File: src/design/twma_pkg.sv
`timescale 1ns / 1ps

package twma_pkg;

  localparam int SAMPLE_W    = 32;
  localparam int TIME_W      = 48;
  localparam int RES_W       = 36;
  localparam int ECOUNT_W    = 5;
  localparam int IN_TDATA_W  = 80;
  localparam int OUT_TDATA_W = 48;
  localparam int CFG_IDX_W   = 1;
  localparam int CFG_DATA_W  = 48;

  localparam logic [CFG_IDX_W-1:0] REG_WINDOW_LEN   = 1'b0;
  localparam logic [CFG_IDX_W-1:0] REG_AVERAGE_MODE = 1'b1;

  localparam logic [TIME_W-1:0] WINDOW_LEN_RESET = 48'd1000;

  typedef enum logic [8:0] {
    ST_IDLE     = 9'b000000001,
    ST_START    = 9'b000000010,
    ST_EXP_RD   = 9'b000000100,
    ST_EXP_CHK  = 9'b000001000,
    ST_APPEND   = 9'b000010000,
    ST_ROUTE    = 9'b000100000,
    ST_DIV_LOAD = 9'b001000000,
    ST_DIV_RUN  = 9'b010000000,
    ST_FINISH   = 9'b100000000
  } state_t;

  typedef struct packed {
    logic in_take;
    logic exp_read;
    logic drop;
    logic append;
    logic div_start;
    logic div_step;
    logic out_load;
    logic out_from_div;
  } dp_cmd_t;

  typedef struct packed {
    logic query;
    logic count_zero;
    logic full;
    logic expired;
    logic div_last;
    logic out_free;
  } dp_status_t;

endpackage

File: src/design/twma_ctrl.sv
`timescale 1ns / 1ps

module twma_ctrl
  import twma_pkg::*;
(
  input  logic       clk,
  input  logic       rst,
  input  logic       in_valid,
  output logic       in_ready,
  input  logic       average_mode,
  input  dp_status_t status,
  output dp_cmd_t    cmd
);

  state_t state;
  state_t state_next;
  logic   use_div;
  logic   use_div_next;

  always_ff @(posedge clk) begin
    if (rst) begin
      state   <= ST_IDLE;
      use_div <= 1'b0;
    end else begin
      state   <= state_next;
      use_div <= use_div_next;
    end
  end

  assign in_ready = (state == ST_IDLE);

  always_comb begin
    state_next   = state;
    use_div_next = use_div;
    cmd          = '0;
    case (state)
      ST_IDLE: begin
        if (in_valid) begin
          cmd.in_take = 1'b1;
          state_next  = ST_START;
        end
      end
      ST_START: begin
        state_next = status.query ? ST_ROUTE : ST_EXP_RD;
      end
      ST_EXP_RD: begin
        if (status.count_zero) begin
          state_next = ST_APPEND;
        end else begin
          cmd.exp_read = 1'b1;
          state_next   = ST_EXP_CHK;
        end
      end
      ST_EXP_CHK: begin
        if (status.expired) begin
          cmd.drop   = 1'b1;
          state_next = ST_EXP_RD;
        end else begin
          cmd.drop   = status.full;
          state_next = ST_APPEND;
        end
      end
      ST_APPEND: begin
        cmd.append = 1'b1;
        state_next = ST_ROUTE;
      end
      ST_ROUTE: begin
        use_div_next = average_mode && !status.count_zero;
        state_next   = (average_mode && !status.count_zero) ? ST_DIV_LOAD : ST_FINISH;
      end
      ST_DIV_LOAD: begin
        cmd.div_start = 1'b1;
        state_next    = ST_DIV_RUN;
      end
      ST_DIV_RUN: begin
        cmd.div_step = 1'b1;
        if (status.div_last) begin
          state_next = ST_FINISH;
        end
      end
      ST_FINISH: begin
        cmd.out_from_div = use_div;
        if (status.out_free) begin
          cmd.out_load = 1'b1;
          state_next   = ST_IDLE;
        end
      end
      default: begin
        state_next = ST_IDLE;
      end
    endcase
  end

endmodule

File: src/design/twma_datapath.sv
`timescale 1ns / 1ps

module twma_datapath
  import twma_pkg::*;
#(
  parameter int WINDOW_DEPTH = 16
) (
  input  logic                   clk,
  input  logic                   rst,
  input  logic [IN_TDATA_W-1:0]  in_data,
  input  logic                   in_query,
  input  logic [TIME_W-1:0]      window_len,
  input  dp_cmd_t                cmd,
  output dp_status_t             status,
  output logic                   out_valid,
  input  logic                   out_ready,
  output logic [OUT_TDATA_W-1:0] out_data
);

  localparam int IDX_W  = (WINDOW_DEPTH > 1) ? $clog2(WINDOW_DEPTH) : 1;
  localparam int AW     = IDX_W + 1;
  localparam int CNT_W  = $clog2(WINDOW_DEPTH + 1);
  localparam int SUM_W  = SAMPLE_W + CNT_W;
  localparam int EXT_W  = (SUM_W > RES_W) ? SUM_W : RES_W;
  localparam int CE_W   = (CNT_W > ECOUNT_W) ? CNT_W : ECOUNT_W;
  localparam int DCNT_W = $clog2(SUM_W + 1);

  localparam logic signed [EXT_W-1:0] RES_MAX = EXT_W'(signed'({1'b0, {(RES_W-1){1'b1}}}));
  localparam logic signed [EXT_W-1:0] RES_MIN = EXT_W'(signed'({1'b1, {(RES_W-1){1'b0}}}));

  logic signed [SAMPLE_W-1:0] value_mem [WINDOW_DEPTH];
  logic        [TIME_W-1:0]   time_mem  [WINDOW_DEPTH];

  logic signed [SAMPLE_W-1:0] samp;
  logic        [TIME_W-1:0]   now;
  logic                       query;
  logic signed [SAMPLE_W-1:0] rd_value;
  logic        [TIME_W-1:0]   rd_time;

  logic        [IDX_W-1:0] oldest;
  logic        [CNT_W-1:0] count;
  logic signed [SUM_W-1:0] sum;

  logic [SUM_W-1:0]  dvd;
  logic [CNT_W-1:0]  rem;
  logic [DCNT_W-1:0] dcnt;
  logic              neg;

  logic [AW-1:0]           wr_sum;
  logic [IDX_W-1:0]        wr_addr;
  logic [IDX_W-1:0]        oldest_inc;
  logic [CNT_W:0]          trial;
  logic [CNT_W+1:0]        diff;
  logic signed [SUM_W-1:0] quot;
  logic signed [SUM_W-1:0] pick;
  logic signed [EXT_W-1:0] pick_ext;
  logic [RES_W-1:0]        res_sat;
  logic [CE_W-1:0]         cnt_ext;
  logic [TIME_W:0]         expire_at;

  assign wr_sum     = AW'(oldest) + AW'(count);
  assign wr_addr    = (wr_sum >= AW'(WINDOW_DEPTH)) ? IDX_W'(wr_sum - AW'(WINDOW_DEPTH))
                                                    : IDX_W'(wr_sum);
  assign oldest_inc = (oldest == IDX_W'(WINDOW_DEPTH - 1)) ? '0 : oldest + 1'b1;
  assign expire_at  = {1'b0, rd_time} + {1'b0, window_len};

  assign status.query      = query;
  assign status.count_zero = (count == '0);
  assign status.full       = (count == CNT_W'(WINDOW_DEPTH));
  assign status.expired    = (expire_at < {1'b0, now});
  assign status.div_last   = (dcnt == DCNT_W'(1));
  assign status.out_free   = !out_valid || out_ready;

  always_ff @(posedge clk) begin
    if (cmd.in_take) begin
      samp  <= in_data[SAMPLE_W-1:0];
      now   <= in_data[SAMPLE_W +: TIME_W];
      query <= in_query;
    end
    if (cmd.exp_read) begin
      rd_value <= value_mem[oldest];
      rd_time  <= time_mem[oldest];
    end
    if (cmd.append) begin
      value_mem[wr_addr] <= samp;
      time_mem[wr_addr]  <= now;
    end
  end

  always_ff @(posedge clk) begin
    if (rst) begin
      oldest <= '0;
      count  <= '0;
      sum    <= '0;
    end else if (cmd.drop) begin
      oldest <= oldest_inc;
      count  <= count - 1'b1;
      sum    <= sum - SUM_W'(rd_value);
    end else if (cmd.append) begin
      count <= count + 1'b1;
      sum   <= sum + SUM_W'(samp);
    end
  end

  // restoring divide of the magnitude, one quotient bit per cycle
  assign trial = {rem, dvd[SUM_W-1]};
  assign diff  = {1'b0, trial} - {2'b00, count};

  always_ff @(posedge clk) begin
    if (cmd.div_start) begin
      neg  <= sum[SUM_W-1];
      dvd  <= sum[SUM_W-1] ? SUM_W'(-sum) : SUM_W'(sum);
      rem  <= '0;
      dcnt <= DCNT_W'(SUM_W);
    end else if (cmd.div_step) begin
      dcnt <= dcnt - 1'b1;
      if (!diff[CNT_W+1]) begin
        rem <= diff[CNT_W-1:0];
        dvd <= {dvd[SUM_W-2:0], 1'b1};
      end else begin
        rem <= trial[CNT_W-1:0];
        dvd <= {dvd[SUM_W-2:0], 1'b0};
      end
    end
  end

  assign quot     = neg ? -signed'(dvd) : signed'(dvd);
  assign pick     = cmd.out_from_div ? quot : sum;
  assign pick_ext = EXT_W'(pick);
  assign res_sat  = (pick_ext > RES_MAX) ? RES_MAX[RES_W-1:0] :
                    (pick_ext < RES_MIN) ? RES_MIN[RES_W-1:0] : pick_ext[RES_W-1:0];
  assign cnt_ext  = CE_W'(count);

  always_ff @(posedge clk) begin
    if (rst) begin
      out_valid <= 1'b0;
    end else if (cmd.out_load) begin
      out_valid <= 1'b1;
    end else if (out_ready) begin
      out_valid <= 1'b0;
    end
  end

  always_ff @(posedge clk) begin
    if (cmd.out_load) begin
      out_data <= OUT_TDATA_W'({cnt_ext[ECOUNT_W-1:0], res_sat});
    end
  end

endmodule

File: src/design/time_window_moving_average_core.sv
// Time-window moving sum or average over up to WINDOW_DEPTH signed samples.
// Each input item carries a sample and its timestamp, or is a query only
// (s_tuser high). A sample first expires the oldest entries whose timestamp
// plus window_len is below the new timestamp, drops the oldest entry if the
// store is still full, then is appended. Every item returns one result item:
// the sum of the held samples, or in average mode the sum divided by the
// entry count truncated toward zero (0 when empty), with the count held.
// Items are handled one at a time. A query skips the expiry walk and the
// append; a sample walks the expiry loop, which reads and then checks the
// oldest entry, one entry at a time, until one is kept or the store is
// empty. In average mode the serial divider then produces one quotient
// bit per cycle. A finished result waits in the output register while
// the next item is taken in. Configuration writes are accepted every cycle.
`timescale 1ns / 1ps

module time_window_moving_average_core
  import twma_pkg::*;
#(
  parameter int WINDOW_DEPTH = 16
) (
  input  logic                   clk,
  input  logic                   rst,
  input  logic                   s_tvalid,
  output logic                   s_tready,
  input  logic [IN_TDATA_W-1:0]  s_tdata,   // sample_value, sample_time
  input  logic [0:0]             s_tuser,   // query_only
  output logic                   m_tvalid,
  input  logic                   m_tready,
  output logic [OUT_TDATA_W-1:0] m_tdata,   // window_result, entry_count, zero pad
  input  logic                   cfg_valid,
  output logic                   cfg_ready,
  input  logic [CFG_IDX_W-1:0]   cfg_index,
  input  logic [CFG_DATA_W-1:0]  cfg_data
);

  logic [TIME_W-1:0] window_len;
  logic              average_mode;
  dp_cmd_t           cmd;
  dp_status_t        status;

  assign cfg_ready = 1'b1;

  always_ff @(posedge clk) begin
    if (rst) begin
      window_len   <= WINDOW_LEN_RESET;
      average_mode <= 1'b0;
    end else if (cfg_valid) begin
      case (cfg_index)
        REG_WINDOW_LEN:   window_len   <= cfg_data[TIME_W-1:0];
        REG_AVERAGE_MODE: average_mode <= cfg_data[0];
        default: begin
        end
      endcase
    end
  end

  twma_ctrl u_ctrl (
    .clk          (clk),
    .rst          (rst),
    .in_valid     (s_tvalid),
    .in_ready     (s_tready),
    .average_mode (average_mode),
    .status       (status),
    .cmd          (cmd)
  );

  twma_datapath #(
    .WINDOW_DEPTH (WINDOW_DEPTH)
  ) u_datapath (
    .clk        (clk),
    .rst        (rst),
    .in_data    (s_tdata),
    .in_query   (s_tuser[0]),
    .window_len (window_len),
    .cmd        (cmd),
    .status     (status),
    .out_valid  (m_tvalid),
    .out_ready  (m_tready),
    .out_data   (m_tdata)
  );

endmodule

File: config.mk
export PLATFORM = sky130hd
export DESIGN_NAME = time_window_moving_average_core
export DESIGN_NICKNAME = d
export VERILOG_FILES = /design/src/design/twma_pkg.sv /design/src/design/twma_ctrl.sv /design/src/design/twma_datapath.sv /design/src/design/time_window_moving_average_core.sv
export SDC_FILE = /design/constraint.sdc
export NUM_CORES = 2
export LEC_CHECK = 0
export ABC_AREA = 1
export BUFFER_PORTS_ARGS = -buffer_cell sky130_fd_sc_hd__buf_2
export CORE_ASPECT_RATIO = 0.5
export CORE_MARGIN = 2
export CORE_UTILIZATION = 57
export DETAILED_ROUTE_END_ITERATION = 7
export GPL_TIMING_DRIVEN = 0
export PLACE_DENSITY = 0.74
export SLEW_MARGIN = 5
export SYNTH_ARGS = -nofsm -noshare
export SYNTH_HDL_FRONTEND = slang
export SYNTH_HIERARCHICAL = 1
export SYNTH_SLANG_ARGS = --single-unit
export TNS_END_PERCENT = 100
File: constraint.sdc
create_clock -name clk -period 6.07 [get_ports clk]
set_input_delay 0.9105 -clock clk [delete_from_list [all_inputs] [get_ports clk]]
set_output_delay 0.9105 -clock clk [all_outputs]
set_load 0.02 [all_outputs]
Yosys cells after proc, flatten, opt, wreduce, memory -nomap -nowiden

Memories as Yosys holds them, arrays and structs flattened. A register that Yosys moved wholly into a read port is not among the register bits.
Index checks and enable logic that the tools add are counted.
W data, S select, Z words.

$add $sub $neg: 12
Multipliers: 0
Div/mod/pow operators: 0
Order comparisons: 4
Eq/ne operators: 15
Shifts and indexed selects: 0
Multiplexer cells: 37
Bitwise logic cells: 1
Reductions and logical operators: 11

Operators by type and width:

| cell                   | count |
|---|---|
| $mux W37               | 7 |
| $pmux W9 S9            | 1 |
| $neg A37 Y37           | 2 |
| $add A48 B48 Y49       | 1 |
| $lt A49 B48 Y1         | 1 |
| $add A37 B32 Y37       | 1 |
| $gt A37 B36 Y1 const B | 1 |
| $lt A37 B36 Y1 const B | 1 |
| $sub A37 B32 Y37       | 1 |
| $mux W36               | 1 |
| $mux W9                | 4 |
| $mux W5                | 5 |
| $mux W1                | 15 |
| $eq A9 B1 Y1 const B   | 1 |
| $eq A9 B2 Y1 const B   | 1 |
| $eq A9 B3 Y1 const B   | 1 |
| $eq A9 B4 Y1 const B   | 1 |
| $eq A9 B5 Y1 const B   | 1 |
| $eq A9 B6 Y1 const B   | 1 |
| $eq A9 B7 Y1 const B   | 1 |
| $eq A9 B8 Y1 const B   | 1 |
| $eq A9 B9 Y1 const B   | 1 |
| $mux W4                | 2 |
| $sub A6 B5 Y7          | 1 |
| other kinds (21)       | 27 |

Flip-flop bits (word level): 277
Latch bits: 0
Memory bits (writable): 1,280
Bits in read-only memories: 0
Input bits: 135
Output and inout port bits: 51
Word-level logic and storage cells: 99
Memories: 2

Memories:

| name                 | words | bits a word | read ports | clocked after Yosys merged registers in | wr ports | line                | text |
|---|---|---|---|---|---|---|---|
| u_datapath.time_mem  | 16    | 48          | 1          | 1                                       | 1        | twma_datapath.sv:32 | `logic [TIME_W-1:0] time_mem [WINDOW_DEPTH];` |
| u_datapath.value_mem | 16    | 32          | 1          | 1                                       | 1        | twma_datapath.sv:31 | `logic signed [SAMPLE_W-1:0] value_mem [WINDOW_DEPTH];` |

Depth between registers and ports, before layout

Depth after elaboration: 7
Gate-level depth with buffers: 45
Gate-level depth less buffers: 43

Modules after synthesis

The synthesis kept the hierarchy.

By module, submodules not included:

| module                          | times used | cells each | area an instance (µm²) | seq. area each (µm²) |
|---|---|---|---|---|
| twma_datapath                   | 1          | 6,144      | 69,580.5               | 46,804.9 |
| time_window_moving_average_core | 1          | 308        | 2,100.8                | 980.9 |
| twma_ctrl                       | 1          | 109        | 695.7                  | 200.2 |

Worst setup path before layout

Ideal clock, no wire load.

Kind: register -> register
Start point: register u_datapath.rd_time[0], read port of u_datapath.time_mem
End point: register u_datapath.sum[22]
Setup time: 0.109 ns
Data arrival time: 5.878 ns
Data required time: 5.961 ns
Path slack: 0.083 ns
Cell stages (with the launch flop): 43
Buffers on the path: 2
Period minus slack after synthesis: 5.987 ns
Path through: edfxtp_1 > ha_1 > fa_1 > nand2_1 > nand2_1 > nand3_1 > nand2_1 > nand2_1 > nand2_1 > a21oi_1 > o21ai_0 > nand2_1 > nand2_1 > xor2_1 > ha_1 > nand2_1 > nor2_1 > nor4_1 > [7 not listed] > buf_1 > nand2_1 > o21ai_0 > ha_1 > inv_1 > fa_1 > nand3_1 > nand2_1 > nand2_1 > nand2_1 > a21oi_1 > o21ai_0 > nand2_1 > nand2_1 > a21oi_1 > o21ai_0 > nand2_1 > inv_1

RTL lines:

| item                   | line                 | text |
|---|---|---|
| start: declaration     | twma_datapath.sv:38  | `logic [TIME_W-1:0] rd_time;` |
| end signal: assignment | twma_datapath.sv:98  | `sum <= sum - SUM_W'(rd_value);` |
| end signal: assignment | twma_datapath.sv:101 | `sum <= sum + SUM_W'(samp);` |
| end: declaration       | twma_datapath.sv:42  | `logic signed [SUM_W-1:0] sum;` |

==> results.cfg <==
[critical_path]
crit_path_end_kind = flop
path_max_fanout = 6
crit_required_ns = 6.75
cp_top_family = simple AND/OR/NAND/NOR gates
regToRegSetupSlack_ns = 0.05
worst-endpoint-arrival_ns = 6.69
critPathBufInv = 11
timing.rr.end = u_datapath/sum[35]
critPathLaunchType = flop
cpPeakStageDelay_ns = 0.46
rr_startpoint = u_datapath/rd_time[28]
worstRegToRegCells = 38
worstSetupPathType = reg -> reg
cp_slowest_cell = edfxtp_1

[cells_and_area]
fillers = 9125
area_growth_pct = 16.5
fin_util_pct = 67.0
final_nets = 7333
drive_gt1_share_pct = 14.0
regArea_mm2 = 0.0480
multiInputGateArea_mm2 = 0.0236

[route]
drc = 0
drtIter0Drc = 7610
routedWlPerCell_um = 25.0
finalWirelength_mm = 221
via_per_inst = 6.20
antenna_left = 0
vias = 54800
drtPass1Iterations = 8

[floorplanning]
core-area_mm2 = 0.126
io_pins = 186
die-area_mm2 = 0.130
dieHeight_um = 256
dieWidth_um = 508
fp-row-count = 92
start_util_pct = 57.5

[place]
place_hpwl_mm = 151
post-place-ws_ns = -2.87
gp_congestion = 0.971
portBuffers = 176

[power]
peakVddDrop_uv = 220
powerDensity_mw_per_mm2 = 301
p_leak_nw = 30.3

[sta]
hold_slack_ns = 0.285
slew_viol_final = 0
fin_crit_ns = 6.02
tightest_slew_ns = 1.25
setup-violations-final = 0
final-hold-violation-count = 0
fin_ws_ns = 0.0534
setup_tns_ns = 0
rsz0062_at_grt = yes
finalCritPeriodShare_pct = 99.1
fmax_ghz = 0.166
fin_skew_ns = 0.0404
slew_headroom_pct = 17.0

[worst_hold_path]
whs_path_depth = 1
whs_endpoint = u_datapath/now[23]
hp-start = s_tdata[55]
hold_path.class = in -> reg

[clocking]
worstSkewPairLatency_ns = 0.79
cts-root-buf = clkbuf_16
clock_path_buffers = 3
cts_tree = done
clock-sinks = 1637
htree_levels = 4
clk_pin_slew_ns = 0.08
cts_buffers = 141

[logic_synthesis]
syn_area_per_cell_um2 = 11.0
synth_seq_cells = 1637
syn_area_mm2 = 0.0724
ys_warn_count = 6
syn_inst = 6561
synthDistinctLibCells = 54
synthFlopType = edfxtp_1
async_reset_ff_share_pct = 0
synth-seq-area-share_pct = 66.3
synth_edf_count = 1520

[grt]
grt_max_degree = 39
grt_pass1_wl_mm = 317
grt_usage_pct = 32.9
grt_overflow_total = 0
antenna_found_initial = 18
grt_pass1_vias = 50700

[outcome]
outcome = complete, no violations

[flow_run]
drv_cap = 0
per-layer routing:
| metal | GRT usage (%) | vias up | wire (um) |
|---|---|---|---|
| met3 | 8.67 | 516 | 28800 |
| met5 | 0 | - | 34 |
| li1 | - | 24400 | - |
| met2 | 50.5 | 3562 | 99700 |
| met4 | 12.4 | 6 | 8380 |
| met1 | 45.2 | 26400 | 84400 |
registers in the layout (all words and copies together), names as in the netlist, 4 cells and up:
name                  flops
window_len               48
u_datapath/sum           37
u_datapath/samp          32
u_datapath/rem            5
u_datapath/rd_value      32
u_datapath/rd_time       48
u_datapath/out_data      41
u_datapath/now           48
u_datapath/value_mem    512
u_datapath/cnt_ext        5
u_datapath/oldest         4
u_ctrl/state              9
u_datapath/dcnt           6
u_datapath/dvd           37
u_datapath/time_mem     768
layout by cell type (no fill, tap or decap), types with 116 or more instances in the layout:
master	synthesis	routed
clkbuf_1	275	290
o22ai_1	194	194
o221ai_1	129	129
clkbuf_16	0	148
inv_1	438	411
buf_2	22	199
nand3_1	315	297
dfxtp_1	117	116
o21ai_0	876	810
edfxtp_1	1520	1520
nand2_1	815	751
a21oi_1	204	146
nor2_1	1045	974
cells in the mapped netlist (13+ instances only):
cell,n,share of area (%)
buf_2,22,0.15
ha_1,148,2.6
o211ai_1,43,0.45
nor2_1,1045,5.4
clkbuf_1,275,1.4
dfxtp_1,117,3.2
a21oi_1,204,1.4
nor4_1,16,0.14
inv_1,438,2.3
edfxtp_1,1520,63
o21ai_0,876,6.1
buf_4,13,0.13
nand3_1,315,2.2
o21bai_1,15,0.16
nand4_1,35,0.30
xnor2_1,29,0.35
buf_1,23,0.12
nand2_1,815,4.2
o22ai_1,194,1.7
o221ai_1,129,1.6
nor3_1,44,0.30
xor2_1,101,1.2
power breakdown:
group          switching [mW]  leakage (nW)  internal (mW)
clock network            4.15          2.15           4.81
logic                    1.40          13.6          0.831
registers               0.952          14.6           13.2
total                    6.51          30.3           18.9
what timing repair did:
item / in CTS / in global routing
buffers inserted: 43 / 56
gates resized for setup: 198 / 365
pin swaps: 56 / 132
hold buffers: 0 / 0
setup endpoints to repair: 46 / 39
cloned: 1 / 1
worst max-delay path by stage:
stage / start / to / depth (start not counted)
6_report: u_datapath/rd_time[28] / u_datapath/sum[35] / 38
5_1_grt: u_datapath/rd_time[21] / u_datapath/sum[35] / 41
4_1_cts: u_datapath/rd_time[23] / u_datapath/sum[22] / 42
3_5_place_dp: u_datapath/rd_time[0] / u_datapath/sum[22] / 42
3_3_place_gp: u_datapath/oldest[1] / u_datapath/time_mem[3][6] / 8
2_1_floorplan: u_datapath/rd_time[0] / u_datapath/sum[22] / 42
cells by family after synthesis:
family	after synthesis	synth area share, %
simple gates	2325	13.2
flops	1637	66.3
compound gates	1527	12.0
buf+inv	786	4.24
fa+ha+maj	153	2.70
xor+xnor	130	1.57
other cells	2	0.0104
mux	1	0.0138
cell type report:
| class | count | share of cell area (%) |
|---|---|---|
| clock buffers | 176 | 4.50 |
| diodes | 5 | 0.0148 |
| plain buffers | 339 | 1.79 |
| inverters | 447 | 2.00 |
| repair buffers | 335 | 3.55 |
| well taps | 1692 | 2.51 |
| clock inverters | 71 | 0.743 |
| flip-flops and latches | 1637 | 56.9 |
| multi-input cells | 4144 | 28.0 |
per-stage QoR:
stage | power [mW] | cell area, um^2 | std cells
final | 25.4 | 84300 | 8846
after global routing | 26.0 | 84300 | 8842
after CTS | 25.0 | 82300 | 8784
after detailed placement | 16.1 | 76800 | 8493
after global placement | 16.0 | 75400 | 8435
after floorplan | 15.1 | 72400 | 6567
Power figures use the tool's default switching activity.
